## src/hdl/range_sum_tree_engine_defines.svh

```systemverilog
// ----------------------------------------------------------------------------
// range sum tree engine assertion macros
// shared property forms for the engine checks
// ----------------------------------------------------------------------------
`ifndef RANGE_SUM_TREE_ENGINE_DEFINES_SVH
`define RANGE_SUM_TREE_ENGINE_DEFINES_SVH

// same-cycle implication, ignored while reset is high
`define RSTE_ASSERT_NOW(label, ante, cons, msg) \
   label: assert property (@(posedge clock) disable iff (reset) (ante) |-> (cons)) \
      else $error(msg);

// next-cycle implication, checked through reset as well
`define RSTE_ASSERT_NEXT(label, ante, cons, msg) \
   label: assert property (@(posedge clock) (ante) |=> (cons)) else $error(msg);

`endif

```

## src/hdl/rste_pkg.sv

```systemverilog
// ----------------------------------------------------------------------------
// rste_pkg
// shared types and constants of the range sum tree engine
// ----------------------------------------------------------------------------
package rste_pkg;

   localparam int unsigned MAX_ELEMENTS = 1024;
   localparam int unsigned IDX_W        = 10;
   localparam int unsigned CNT_W        = 11;
   localparam int unsigned NODE_W       = 11;
   localparam int unsigned NODE_DEPTH   = 2048;
   localparam int unsigned VAL_W        = 32;
   localparam int unsigned SUM_W        = 42;
   localparam int unsigned DELTA_W      = 33;

   typedef enum logic [1:0] {
      CMD_WRITE  = 2'd0,
      CMD_QUERY  = 2'd1,
      CMD_CLEAR  = 2'd2,
      CMD_UNUSED = 2'd3
   } cmd_type;

   typedef enum logic [1:0] {
      OP_WRITE  = 2'd0,
      OP_QUERY  = 2'd1,
      OP_CLEAR  = 2'd2,
      OP_REJECT = 2'd3
   } op_type;

   typedef struct packed {
      op_type                   op;
      logic [IDX_W-1:0]         lo;
      logic [IDX_W-1:0]         hi;
      logic signed [VAL_W-1:0]  value;
      logic [IDX_W-1:0]         top;
   } job_type;

endpackage

```

## src/hdl/rste_front.sv

```systemverilog
// ----------------------------------------------------------------------------
// rste_front
// takes requests, checks indices against the element count, queues jobs
// ----------------------------------------------------------------------------
module rste_front import rste_pkg::*; (
   input  logic             clock,
   input  logic             reset,
   input  logic             req_tvalid,
   output logic             req_tready,
   input  logic [55:0]      req_tdata,
   input  logic [1:0]       req_tuser,
   input  logic [CNT_W-1:0] element_count,
   input  logic             init_busy,
   input  logic             q_full,
   output logic             job_valid,
   output job_type          job
);

   logic             job_valid_ff, job_valid_in;
   job_type          job_ff, job_in;
   logic [CNT_W-1:0] n_sat;
   logic [IDX_W-1:0] top;
   logic             n_zero;
   logic [IDX_W-1:0] lo, hi;
   logic             accept;

   assign n_sat  = (element_count > CNT_W'(MAX_ELEMENTS)) ? CNT_W'(MAX_ELEMENTS)
                                                         : element_count;
   assign n_zero = (n_sat == '0);
   assign top    = IDX_W'(n_sat - CNT_W'(1));
   assign lo     = req_tdata[9:0];
   assign hi     = req_tdata[19:10];

   assign req_tready = (!job_valid_ff || !q_full) && !init_busy;
   assign accept     = req_tvalid && req_tready;

   always_comb begin
      job_in       = job_ff;
      job_valid_in = job_valid_ff && q_full;
      if (accept) begin
         job_valid_in = 1'b1;
         job_in.lo    = lo;
         job_in.hi    = hi;
         job_in.value = req_tdata[51:20];
         job_in.top   = top;
         unique case (cmd_type'(req_tuser))
            CMD_WRITE: job_in.op = (!n_zero && lo <= top) ? OP_WRITE : OP_REJECT;
            CMD_QUERY: job_in.op = (!n_zero && hi <= top && lo <= hi) ? OP_QUERY
                                                                      : OP_REJECT;
            CMD_CLEAR: job_in.op = OP_CLEAR;
            default:   job_in.op = OP_REJECT;
         endcase
      end
   end

   always_ff @(posedge clock) begin
      if (reset) begin
         job_valid_ff <= 1'b0;
      end else begin
         job_valid_ff <= job_valid_in;
      end
      job_ff <= job_in;
   end

   assign job_valid = job_valid_ff;
   assign job       = job_ff;

endmodule

```

## config.mk

```make
export PLATFORM = sky130hd
export DESIGN_NAME = rste_front
export DESIGN_NICKNAME = d
export VERILOG_FILES = /design/src/hdl/range_sum_tree_engine_defines.svh /design/src/hdl/rste_pkg.sv /design/src/hdl/rste_front.sv
export SDC_FILE = /design/constraint.sdc
export NUM_CORES = 1
export LEC_CHECK = 0
export ABC_AREA = 0
export BUFFER_PORTS_ARGS = -buffer_cell sky130_fd_sc_hd__buf_2
export CAP_MARGIN = 30
export CORE_UTILIZATION = 42
export CTS_CLUSTER_SIZE = 8
export DETAILED_ROUTE_END_ITERATION = 16
export GPL_ROUTABILITY_DRIVEN = 1
export PLACE_DENSITY_LB_ADDON = 0.15
export SYNTH_ARGS = -nofsm -noshare
export SYNTH_HDL_FRONTEND = slang
export SYNTH_SLANG_ARGS = --single-unit
```

## constraint.sdc

```tcl
create_clock -name clock -period 3 [get_ports clock]
set_input_delay 0.3 -clock clock [delete_from_list [all_inputs] [get_ports clock]]
set_output_delay 0.3 -clock clock [all_outputs]
set_load 0.005 [all_outputs]
```

# Word-level counts from Yosys, hierarchy flattened
# Cells that the tools add are included.
# word_totals
reg_bits	65
input_bits	74
out_inout_bits	66
elab_cells	31
# classes
n_addsub	1
n_lt_le_gt_ge	4
n_eq_ne	2
muxes	5
n_reduce_logical	13
# ops
cell	count
less-or-equal comparator 10 bit	3
> comparator 11 bit, second input constant	1
zero test 11 bit	1
2-to-1 mux 11 bit	1
subtractor 10 x 1 -> 10 bit, second input constant	1
logical AND 1 bit	6
one-hot mux 2 bit (3 select lines)	1
zero test 1 bit	4
2-to-1 mux 2 bit	2
equality test 2 x 1 -> 1 bit, second input constant	1
equality test 2 bit, second input constant	1
zero test 2 bit	1
logical OR 1 bit	1
2-to-1 mux 1 bit	1

# Logic depth before layout (Yosys ltp)
# logic_depth
ltp_word	8
depth_mapped	14
mapped_depth_nobuf	13

# Worst setup path before layout
# OpenSTA, ideal clock, no wires.
# synth_timing
kind	input port to flip-flop
startpoint	input element_count[6]
endpoint	register job_ff, in the netlist job[63] (data pin)
setup_time_ps	266
arrival_ps	2792
required_ps	2734
path_slack_ps	-58
cell_stages	12
n_path_buf	0
cell_sequence	nor4_1 > nand2_1 > or3_1 > o21ai_1 > o31ai_1 > a22oi_1 > ha_1 > nand4_1 > nor2_1 > or4b_4 > a311oi_2 > o211ai_1
# synth_between
elab_chain_cells	8
word_cells_on_any_way	13
classes_between	add/sub (1); order compare (3); mux (4); reduce/logical (5)
# synth_lines
element	line_no	source
from (decl)	rste_front.sv:12	input logic [CNT_W-1:0] element_count,
> comparator 11 bit	rste_front.sv:27	assign n_sat = (element_count > CNT_W'(MAX_ELEMENTS)) ? CNT_W'(MAX_ELEMENTS)
2-to-1 mux 11 bit (*)	rste_front.sv:27	
subtractor 10 x 1 -> 10 bit or zero test 11 bit (tied branches)	rste_front.sv:30, rste_front.sv:29	
less-or-equal comparator 10 bit or zero test 1 bit (tied branches)	rste_front.sv:48, rste_front.sv:47	
logical AND 1 bit (2 in a row)	rste_front.sv:48	CMD_QUERY: job_in.op = (!n_zero && hi <= top && lo <= hi) ? OP_QUERY
2-to-1 mux 2 bit	rste_front.sv:48	
one-hot mux 2 bit (3 select lines) (*)	rste_front.sv:46	unique case (cmd_type'(req_tuser))
to (signal assigned)	rste_front.sv:62	job_ff <= job_in;
to (decl)	rste_front.sv:20	job_type job_ff, job_in;
# Mark *: on every way between the ends. The rest lies on a longest branch, timed or not.
# A chain may end at the register's enable or synchronous reset.

# Worst setup path after layout
# Same ends and word-level chain as after synthesis.

==> impl_metrics.py <==
metrics = {
    "final_layout": {
        "fillers": 602,
        "final_cell_mix": "buf_2 (135), edfxtp_1 (64), ha_1 (29)",
        "finalNonFillerCells": 490,
        "layout.cells.most_common": "buf_2",
        "final_net_count": 492,
        "drive_gt1_frac": 0.477,
        "finish.utilization": 0.620,
        "diodes": 0,
        "area_growth_pct": 40.8,
    },
    "global_routing": {
        "antenna_found_initial": 0,
        "grt.total_usage": 0.191,
        "grt_pass1_wl_mm": 10.7,
        "grt_overflow_total": 0,
        "grt_max_degree": 36,
        "grt_pass1_vias": 2308,
    },
    "place": {
        "globalplace.congestion": 0.756,
        "dp_hpwl_mm": 5.63,
        "port_buffers": 135,
        "dpl.cell_count": 472,
    },
    "clock_tree": {
        "htreeDepth": 3,
        "clockBufferDepth": 2,
        "cts_made_buffers": 9,
        "hold_buffers": 0,
        "cts_tree": "built",
        "clock_latency_ps": 340,
        "cts_root_buffer": "clkbuf_8",
        "clkSinkCount": 65,
        "path_clk_slew_ps": 70,
    },
    "run_status": {
        "outcome": "finished clean",
    },
    "detailed_routing": {
        "drt-initial-drc-count": 77,
        "first_pass_iters": 4,
        "drt_wl_total_mm": 7.02,
        "wl_per_cell_um": 14.3,
        "vias": 2392,
        "drc": 0,
        "antenna_left": 0,
        "via_per_inst": 4.88,
    },
    "min_path": {
        "hp-start": "reset",
        "hp-class": "input pin to flip-flop",
        "holdPathStages": 2,
    },
    "setup_path": {
        "r2r_start": "job_valid",
        "ff2ff_path_depth": 3,
        "worstPathMaxFanout": 2,
        "startpoint_type": "input pin",
        "endpoint_kind": "flip-flop",
        "worstPathRequired_ps": 3070,
        "crit_arrival_ps": 2930,
        "crit_start": "element_count[6]",
        "path_class": "input pin to flip-flop",
    },
    "logic_synthesis": {
        "synth.area.top_cells": "edfxtp_1 (63%), ha_1 (12%), inv_1 (2.8%)",
        "synth-main-ff-cell": "edfxtp_1",
        "yosysSeqAreaShare": 0.638,
        "synth_edf_count": 64,
        "synth_cells": 220,
        "synth-async-reset-ratio": 0,
        "synth.largest_area_cell": "edfxtp_1",
        "synthDistinctLibCells": 45,
        "avgSynthCellArea_um2": 13.8,
        "yosysTopAreaCellShare": 0.632,
        "synth-seq-cells": 65,
        "syn_area_um2": 3040,
        "synthesis.nets": 323,
        "yosys_warnings": 0,
    },
    "pwr": {
        "power_density_nw_per_um2": 511,
        "power.leakage_uw": 0.00194,
        "ir_drop_mv": 0.216,
    },
    "timing": {
        "worst_pin_slew_ps": 686,
        "slew-limit-headroom": 0.543,
        "slew_viol_final": 0,
        "fin_skew_ps": 8.09,
        "fmax_mhz": 350,
        "setup_viol": 0,
        "whs_ps": 109,
        "hold_viol": 0,
        "finalCritPeriodShare": 0.953,
        "post-route-min-period_ps": 2860,
    },
    "floorplanning": {
        "core-area_um2": 6910,
        "die_h_um": 87.1,
        "ioPinCount": 140,
        "dieWidth_um": 87.1,
        "dieArea_um2": 7590,
        "initial_utilization": 0.440,
        "row_count": 30,
    },
    "job": {
        "maxCapViolCount": 0,
    },
}
-- kinds of logic (layout without fill, tap and decap cells) --
group | Yosys count | in the layout | share of synthesized area
AO/OA/AOI/OAI | 39 | 39 | 0.0884
multiplexers | 1 | 1 | 0.00370
adder cells (fa/ha/maj) | 29 | 29 | 0.119
AND/OR/NAND/NOR | 56 | 56 | 0.104
XOR/XNOR | 5 | 5 | 0.0144
flip-flops | 65 | 65 | 0.638
buffers and inverters | 25 | 199 | 0.0313
-- cell type report --
type	instances	area (µm²)	area share
timing repair buffer	160	876	0.205
clock inverter	6	90.1	0.0210
clock buffer	10	138	0.0321
tap	96	120	0.0281
sequential	65	1940	0.454
inverter	23	86.3	0.0202
multi-input combinational	130	1030	0.241
-- synth_stat cells, types with 2 or more instances --
master / n
nand3_1: 2
nand2_1: 13
nor2_1: 8
nand2b_1: 8
inv_1: 23
nor4_1: 3
o21a_1: 2
nor3_1: 7
ha_1: 29
edfxtp_1: 64
nor2b_1: 2
a21oi_1: 8
o31ai_1: 2
a21o_1: 4
o21ai_0: 7
xor2_1: 4
o211ai_1: 2
a22oi_1: 3
nand4_1: 3
-- worst max-delay path, cell delays in order --
cell and delay (ps):
buf_2 120, nor4_4 280, nand2_1 100, or3_4 350, o21ai_2 170, o31ai_1 100, a22oi_1 270, ha_1 200
nand4_1 120, nor2_1 130, or4b_4 470, a311oi_2 200, o211ai_1 110
-- registers in the layout (all words and copies together), names as in the netlist --
name / flops
job_valid: 1
job: 64
-- per-stage QoR --
step	total power [µW]	setup WS, ps	cell area (µm²)	setup TNS (ps)
floorplan	1220	50.4	3050	0
global placement	1370	-175	4020	-232
detailed placement	1380	-287	4020	-415
CTS	2210	70.5	4250	0
global route	2290	-2.41	4280	-2.41
finish	2190	142	4280	0
-- report_power, final --
group	internal, µW	leakage [µW]	switching (µW)	total, µW
logic	148	0.00122	159	307
clock network	493	0.000113	333	826
registers	1050	0.000604	8.75	1060
-- routing by layer --
metal	wire length, µm	global-route usage
met5	0	0
met4	158	0.0894
met3	526	0.0493
met2	3540	0.343
met1	2800	0.210
-- path summary, 6_finish.rpt --
kind | slack [ps] | to
setup / recovery | 140 | job[63]
hold / removal | 110 | job_valid
setup reg to reg | 1250 | job[54]
hold reg to reg | 550 | job_valid
-- what timing repair did --
| item | in CTS | in global routing |
|---|---|---|
| setup buffers | 0 | 2 |
| resized for setup | 0 | 3 |
| endpoints found under the hold margin | 0 | 0 |
| setup endpoints to repair | 0 | 2 |
Power figures use the tool's default switching activity.
