**config.mk**
```make
export PLATFORM = sky130hd
export DESIGN_NAME = rste_fifo
export DESIGN_NICKNAME = d
export VERILOG_FILES = /design/src/hdl/range_sum_tree_engine_defines.svh /design/src/hdl/rste_pkg.sv /design/src/hdl/rste_fifo.sv
export SDC_FILE = /design/constraint.sdc
export NUM_CORES = 1
export LEC_CHECK = 0
export BUFFER_PORTS_ARGS = -buffer_cell sky130_fd_sc_hd__buf_2
export CAP_MARGIN = 5
export CORE_ASPECT_RATIO = 0.7
export CORE_MARGIN = 4
export CORE_UTILIZATION = 45
export DETAILED_ROUTE_END_ITERATION = 12
export GPL_TIMING_DRIVEN = 0
export PLACE_DENSITY = 0.73
export SETUP_SLACK_MARGIN = 0.3
export SLEW_MARGIN = 30
export SYNTH_ARGS = -nofsm -noshare
export SYNTH_HDL_FRONTEND = slang
export SYNTH_SLANG_ARGS = --single-unit
```
**constraint.sdc**
```tcl
create_clock -name clock -period 2.5 [get_ports clock]
set_input_delay 0.5 -clock clock [delete_from_list [all_inputs] [get_ports clock]]
set_output_delay 0.5 -clock clock [all_outputs]
set_load 0.01 [all_outputs]
```
**src/hdl/range_sum_tree_engine_defines.svh**
```systemverilog
// ----------------------------------------------------------------------------
// range sum tree engine assertion macros
// shared property forms for the engine checks
// ----------------------------------------------------------------------------
`ifndef RANGE_SUM_TREE_ENGINE_DEFINES_SVH
`define RANGE_SUM_TREE_ENGINE_DEFINES_SVH

// same-cycle implication, ignored while reset is high
`define RSTE_ASSERT_NOW(label, ante, cons, msg) \
   label: assert property (@(posedge clock) disable iff (reset) (ante) |-> (cons)) \
      else $error(msg);

// next-cycle implication, checked through reset as well
`define RSTE_ASSERT_NEXT(label, ante, cons, msg) \
   label: assert property (@(posedge clock) (ante) |=> (cons)) else $error(msg);

`endif

```
**src/hdl/rste_pkg.sv**
```systemverilog
// ----------------------------------------------------------------------------
// rste_pkg
// shared types and constants of the range sum tree engine
// ----------------------------------------------------------------------------
package rste_pkg;

   localparam int unsigned MAX_ELEMENTS = 1024;
   localparam int unsigned IDX_W        = 10;
   localparam int unsigned CNT_W        = 11;
   localparam int unsigned NODE_W       = 11;
   localparam int unsigned NODE_DEPTH   = 2048;
   localparam int unsigned VAL_W        = 32;
   localparam int unsigned SUM_W        = 42;
   localparam int unsigned DELTA_W      = 33;

   typedef enum logic [1:0] {
      CMD_WRITE  = 2'd0,
      CMD_QUERY  = 2'd1,
      CMD_CLEAR  = 2'd2,
      CMD_UNUSED = 2'd3
   } cmd_type;

   typedef enum logic [1:0] {
      OP_WRITE  = 2'd0,
      OP_QUERY  = 2'd1,
      OP_CLEAR  = 2'd2,
      OP_REJECT = 2'd3
   } op_type;

   typedef struct packed {
      op_type                   op;
      logic [IDX_W-1:0]         lo;
      logic [IDX_W-1:0]         hi;
      logic signed [VAL_W-1:0]  value;
      logic [IDX_W-1:0]         top;
   } job_type;

endpackage

```
**src/hdl/rste_fifo.sv**
```systemverilog
// ----------------------------------------------------------------------------
// rste_fifo
// two-entry job queue between the front and the tree walker
// ----------------------------------------------------------------------------
module rste_fifo import rste_pkg::*; (
   input  logic    clock,
   input  logic    reset,
   input  logic    push,
   input  job_type push_job,
   input  logic    pop,
   output logic    full,
   output logic    not_empty,
   output job_type head
);

   job_type    entry_ff [2];
   logic       wr_ptr_ff, rd_ptr_ff;
   logic [1:0] count_ff;
   logic       do_push, do_pop;

   assign full      = (count_ff == 2'd2);
   assign not_empty = (count_ff != 2'd0);
   assign do_push   = push && !full;
   assign do_pop    = pop && not_empty;
   assign head      = entry_ff[rd_ptr_ff];

   always_ff @(posedge clock) begin
      if (reset) begin
         wr_ptr_ff <= 1'b0;
         rd_ptr_ff <= 1'b0;
         count_ff  <= 2'd0;
      end else begin
         if (do_push) wr_ptr_ff <= !wr_ptr_ff;
         if (do_pop)  rd_ptr_ff <= !rd_ptr_ff;
         count_ff <= count_ff + 2'(do_push) - 2'(do_pop);
      end
      if (do_push) entry_ff[wr_ptr_ff] <= push_job;
   end

endmodule

```
=== Word-level counts from Yosys, hierarchy flattened ===
Memories as Yosys holds them, arrays and structs flattened. A register that Yosys moved wholly into a read port is not among the register bits.
Index checks and enable logic that the tools add are counted.
W data, S select, Z words.

* Register bits after elaboration: 4
* RAM bits: 128
* Input bits: 68
* Output and inout bits: 66
* Logic and storage cells: 17
* Memories: 1

* Add/subtract/negate cells: 2
* Equal/unequal tests: 1
* Muxes and demuxes: 4
* Reduce and logical (&&, ||, !) cells: 6

{| class="wikitable"
|+ Memory list
! memory !! depth !! bits a word !! rd ports !! clocked after memory_dff !! write ports !! line !! RTL
|-
| entry_ff || 2 || 64 || 1 || 1 || 1 || rste_fifo.sv:16 || <nowiki>job_type entry_ff [2];</nowiki>
|}

{| class="wikitable"
|+ Operator list
! operator !! count
|-
| $mux W1 || 4
|-
| $logic_not A1 Y1 || 3
|-
| $add A2 B1 Y2 || 1
|-
| $eq A2 B2 Y1 const B || 1
|-
| $logic_and A1 B1 Y1 || 2
|-
| $reduce_bool A2 Y1 || 1
|-
| $sub A2 B1 Y2 || 1
|}

=== Depth between registers and ports, before layout ===
Gate-level depths: netlist of the first run.

* Depth in word-level cells: 5
* Depth in mapped cells: 8
* Gate-level depth less buffers: 8

=== Least setup slack after synthesis of the first run ===
OpenSTA, ideal clock, no wires.

* Path type: input to register
* Start point: input push
* End point: memory entry_ff[0][0] in the netlist's numbering, enable pin
* Library setup time: 0.418 ns
* Arrival: 2.145 ns
* Data required time: 2.082 ns
* Path slack: -0.063 ns
* Stages: 3
* Buffers on the path: 0
* Cells stage by stage: inv_1 > or3_1 > inv_1

* Word-level cells in the longest chain between the ends: 3

{| class="wikitable"
|+ Ends and longest elaborated chain
! item !! line !! RTL
|-
| start, declared || rste_fifo.sv:8 || <nowiki>input logic push,</nowiki>
|-
| $logic_and A1 B1 Y1 || rste_fifo.sv:23 || <nowiki>assign do_push = push && !full;</nowiki>
|-
| $mux W1 || rste_fifo.sv:37 || <nowiki>if (do_push) entry_ff[wr_ptr_ff] <= push_job;</nowiki>
|-
| $mux W1 (implied by the code) || rste_fifo.sv:37 ||
|-
| end, declared || rste_fifo.sv:16 ||
|}

No other way between the ends.

==> run metrics, run 1 <==
Iter 0 DRT Violations=108; fin nets=450; total gr overflow=0; global-route wire length before repair=roughly 14000 µm; vias in the first global route=2781; Starting Density=46.54%; clock-pin slew on the worst setup and hold paths=~0.060 ns; # setup viols final=0; row cnt=31; largest area contributor in the netlist=edfxtp_1; final hold slack=around 0.28 ns; setup tns final=0 ns; clock latency on the worst-skew pair=0.40 ns; Max-Cap Viols=0; area of the mapped netlist=a little under 5000 µm²; Placer Congestion=between 0.7 and 0.8; Slew @ Worst Pin=around 0.48 ns; Final Hold Viols=0; Setup crit end kind=output pin; register area share after synthesis=80.92%; Fmax=0.4749 GHz; logic gate share of total power=around a fifth; Setup Crit Path Kind=reg -> out; Layout Skew=0.007364 ns; Vias=between 2000 and 3000; post-synth cell types=20; critical path peak fanout=10; CTS Hold Bufs=0; period utilization=84.24%; Total Wirelength=around 9000 µm; Clk Tree Root Cell=clkbuf_16; Tot GR Track Use=14.81%; share of the synthesized area in the top cell type=between 70% and 80%; commonest cells after routing, fill and taps aside=buf_2 (133), edfxtp_1 (128), mux2_2 (64); Crit path required time=~2.0 ns; DR DRC count=0; total power=roughly 7 mW; drt first pass iters=4; commonest non-fill, non-tap cell in the layout=buf_2; sequential share of power=40.6%; port bufs=133; total I/O pin count=around 130; Vias/cell=4.863; Setup crit start kind=flop; Die Y=95.07 µm; reg2reg setup slack=0.78 ns; Sw Share=24.68%; Synthesized Nets=roughly 300; synth warn=0; status=complete, no violations; Syn Inst Count=225; Static Leak=2.444 nW; DIE WIDTH=approximately 130 µm; clock buffer depth=2; Yosys reg bits=133; Die Area=12590 µm²; CTS sink cnt=133; initial antenna violation count=2; CTS tree=built; WP data arrival=1.61 ns; Max rail drop VDD=0.7583 mV; Final Critical Period=between 2 and 2.5 ns; layout cells sized above 1=slightly above 60%; Hold Crit Class=in -> reg; Worst path max stage delay=0.35 ns; Post-CTS Repair Setup Buffers=0; pwr dens=1087 nW/µm²; Final ANT Viol Nets=0; RSZ-0062 raised after global routing=no; final worst setup slack=0.3941 ns; total clock buffers created by CTS=17; Synth area leaders=edfxtp_1 (79%), mux2_2 (15%), dfxtp_1 (2.1%); pre-CTS setup slack=0.6366 ns; Slew HR=67.95%; DP Wirelength=6003 µm; count of final max-slew check failures=0; Post-CTS Resized=0; P_sw=roughly 1.7 mW; internal power=approximately 5.2 mW; synthesized area per cell=21.66 µm²; slowest library cell on the worst path=mux2_2; Final Util=61.23%; largest net degree at the start of global routing=34; routed length per instance=17.10 µm; H-tree lvl count=4; CP Cell Sequence=buf_4, buf_6, mux2_2, buf_2; Core Region=10470 µm²; Filler Cell Count=789; P&R area growth vs syn=31.58%; Clock power frac=38.2%
[power groups by stage]
stage                     Sequential (mW)  Combinational (mW)  Clock [mW]
after floorplan                      2.86               0.933           0
after global placement               2.88                1.43           0
after detailed placement             2.88                1.50           0
after CTS                            2.83                1.51        2.71
after global routing                 2.85                1.61        2.83
final                                2.83                1.48        2.66
[Yosys cell counts]
cell and instances:
o21a_1 1, o21ai_0 1, nand2_1 1, buf_4 1, edfxtp_1 128, xnor2_1 2
buf_6 6, dfxtp_1 5, inv_1 3, and3_2 1, mux2_2 64, ha_1 2
a21oi_1 1, or3_1 1, or2_2 1, nor2b_1 1, xor2_1 1, nor2_1 3
inv_2 1, nand2b_2 1
[stage by stage]
step	std cells	instance area (µm²)
2_1_floorplan	225	4877
3_3_place_gp	490	5708
3_5_place_dp	493	5772
4_1_cts	525	6410
5_1_grt	526	6412
6_report	526	6412
[registers in the layout (all words and copies together) (netlist names), named ones only]
name	count
entry_ff	128
count_ff	2
rd_ptr_ff	1
wr_ptr_ff	1
[kinds of logic (layout without fill, tap and decap cells)]
logic type | count (synthesis) | count (layout) | share of synthesized area, %
adders and majority gates | 2 | 2 | 0.5134
xor gates and xnor gates | 3 | 3 | 0.5393
DFF | 133 | 133 | 80.92
muxes | 64 | 64 | 14.79
other | 0 | 1 | 0
AOI/OAI and AO/OA | 3 | 3 | 0.3593
and+or+nand+nor | 9 | 9 | 1.027
buffers and inverters | 11 | 179 | 1.848
[critical path, delay by kind of cell (launching register included)]
family | cells | cell delay, ns
buf+inv | 3 | 0.55
mux | 1 | 0.35
flops | 1 | 0.30
[per-layer routing]
metal	track usage, %	up-vias	part of all wire, %
li1	-	1199	-
met1	18.07	1246	44
met2	23.47	97	46
met3	6.857	14	8.5
met4	5.450	2	1.4
met5	0	-	0.078
[worst paths after layout]
| check | from | endpoint | depth (start not counted) |
|---|---|---|---|
| min reg2reg | wr_ptr_ff | wr_ptr_ff | 2 |
| max | flop | head[61] | 4 |
| min | push_job[6] | entry_ff[0][6] | 1 |
| max reg2reg | count_ff[0] | entry_ff[0][2] | 5 |
[final cells by class]
type	instances	area [µm²]	area share [%]
flip-flops and latches	133	3944	61.50
multi-input cells	81	843.3	13.15
repair buffers	136	725.7	11.32
clock buffers	18	429.2	6.693
clock inverters	14	209.0	3.259
well taps	132	165.2	2.576
plain buffers	7	75.07	1.171
inverters	4	18.77	0.2927
diodes	1	2.502	0.03902
Note: power is estimated with default switching activity, not from simulation.
==> run 2: changes to the inputs <==
--- a/config.mk
+++ b/config.mk
@@ -12,7 +12,7 @@
 export CORE_UTILIZATION = 45
 export DETAILED_ROUTE_END_ITERATION = 12
 export GPL_TIMING_DRIVEN = 0
-export PLACE_DENSITY = 0.73
+export PLACE_DENSITY = 0.7
 export SETUP_SLACK_MARGIN = 0.3
 export SLEW_MARGIN = 30
 export SYNTH_ARGS = -nofsm -noshare
==> constraint.sdc (replaced) <==
create_clock -name clock -period 2.1 [get_ports clock]
set_input_delay 0.42 -clock clock [delete_from_list [all_inputs] [get_ports clock]]
set_output_delay 0.42 -clock clock [all_outputs]
set_load 0.01 [all_outputs]
==> run metrics, run 2 (same netlist as run 1, synthesis figures left out) <==
# setup viols final=0; clock buffer depth=2; Setup crit start kind=flop; Die Area=around 13000 µm²; Reg2Reg Depth=5; Die Y=~95 µm; Final ANT Viol Nets=0; Clk Tree Root Cell=clkbuf_16; Tot GR Track Use=14.25%; Setup Crit Path Kind=reg -> out; drt first pass iters=4; period utilization=94.80%; global-route wire length before repair=13500 µm; clock-pin slew on the worst setup and hold paths=roughly 0.06 ns; layout cells sized above 1=62.97%; total power=8.946 mW; Setup crit end kind=output pin; Top reg by flops=entry_ff; top flop regs=entry_ff x128, count_ff x2; critical path peak fanout=10; fin nets=455; total clock buffers created by CTS=17; slowest library cell on the worst path=dfxtp_4; Hold Path Depth=1; WP data arrival=1.57 ns; DR DRC count=0; P&R area growth vs syn=40.44%; capturing point of the worst reg2reg path=entry_ff[0][2]; Final Critical Period=between 1.5 and 2 ns; status=complete, no violations; Layout Skew=0.009330 ns; initial antenna violation count=1; Iter 0 DRT Violations=98; Core Region=10470 µm²; Final Util=65.35%; clock latency on the worst-skew pair=approximately 0.40 ns; Starting Density=between 40% and 50%; Total Wirelength=9346 µm; Hold Crit Class=in -> reg; Final Hold Viols=0; Slew HR=69.15%; CTS tree=built; port bufs=between 100 and 150; met3 Use GR=8.017%; DIE WIDTH=132.4 µm; Fmax=0.5023 GHz; RSZ-0062 raised after global routing=yes; CP Cell Sequence=buf_12, buf_8, mux2_2, buf_2; Placer Congestion=0.7075; Max rail drop VDD=0.8620 mV; CTS Hold Bufs=0; CTS sink cnt=133; final hold slack=0.2023 ns; met1 usage=between 10% and 20%; Worst Hold Endpoint=entry_ff[1][26]; HP Start=push_job[26]; commonest non-fill, non-tap cell in the layout=edfxtp_1; DP Wirelength=5815 µm; Filler Cell Count=between 700 and 800; Static Leak=2.660 nW; reg2reg setup slack=0.39 ns; commonest cells after routing, fill and taps aside=edfxtp_1 (128), buf_2 (109), mux2_2 (40); pwr dens=1307 nW/µm²; Crit path required time=~1.7 ns; largest net degree at the start of global routing=34; row cnt=31; Worst path max stage delay=0.38 ns; met2 GRT Util=about 22%; total gr overflow=0; count of final max-slew check failures=0; H-tree lvl count=4; Vias=2559; routed length per instance=17.63 µm; max FFs per register=128; vias in the first global route=2728; Slew @ Worst Pin=0.4628 ns; r2r startpoint=count_ff[0]; Vias/cell=4.828; GRT Max-Usage Layer=met2; Max-Cap Viols=0; total I/O pin count=134
run 2: cell count changes in the layout (fill, tap and decap cells not counted), moves of 2 or more:
cell        previous run  this run
mux2_4                 0        24
buf_2                133       109
buf_6                  6        26
dfxtp_1                5         2
dfxtp_2                0         2
buf_12                 3         8
clkbuf_16             17        20
buf_8                  0         2
mux2_2                64        40
clkinvlp_4             3         1
run 2: repair_timing:
item	CTS	global route
resized for setup	4	67
cloned	0	3
setup buffers	2	0
endpoints found under the setup margin	64	64
run 2: worst max path at each step:
stage	to	cells after the start	start
3_3_place_gp	entry_ff[0][41]	4	push
6_report	head[10]	4	flop
4_1_cts	head[35]	4	flop
5_1_grt	head[12]	4	flop
3_5_place_dp	entry_ff[0][41]	5	push
2_1_floorplan	entry_ff[0][0]	4	count_ff[0]
run 2: critical path: cells and delay by family, from the launching register on:
family | cells | cell delay, ns
muxes | 1 | 0.34
DFF | 1 | 0.38
buffers and inverters | 3 | 0.45
run 2: final cells by class:
cell class              count  area, µm²  share of cell area [%]
diodes                      1      2.502                 0.03656
plain buffers               7      130.1                   1.901
clock buffers              17      425.4                   6.216
clock inverters            14      232.7                   3.400
inverters                   4      21.27                  0.3108
multi-input cells          81      943.4                   13.78
flip-flops and latches    133       3950                   57.71
well taps                 132      165.2                   2.413
repair buffers            141      973.4                   14.22
run 2: metrics by stage:
stage	instances	instance area [µm²]	setup WS (ns)	TNS, ns
global placement	490	5723	-0.4865	-39.19
detailed placement	493	5787	0.3561	0
global route	529	6842	0.04857	0
CTS	526	6475	0.07778	0
floorplan	225	4892	0.1609	0
finish	530	6844	0.1093	0
run 2: per-layer routing:
metal	up-vias	part of all wire (%)
li1	1206	-
met1	1247	43
met2	96	46
met3	8	9.5
met4	2	0.83
met5	-	0.14
run 2: report_power, final:
part           leakage, nW  total [mW]  internal [mW]  switching [mW]
Combinational         1.10        2.29           1.28            1.01
Clock                0.322        3.26           2.21            1.05
Sequential            1.24        3.40           3.30          0.0965
Total                 2.66        8.95           6.80            2.15
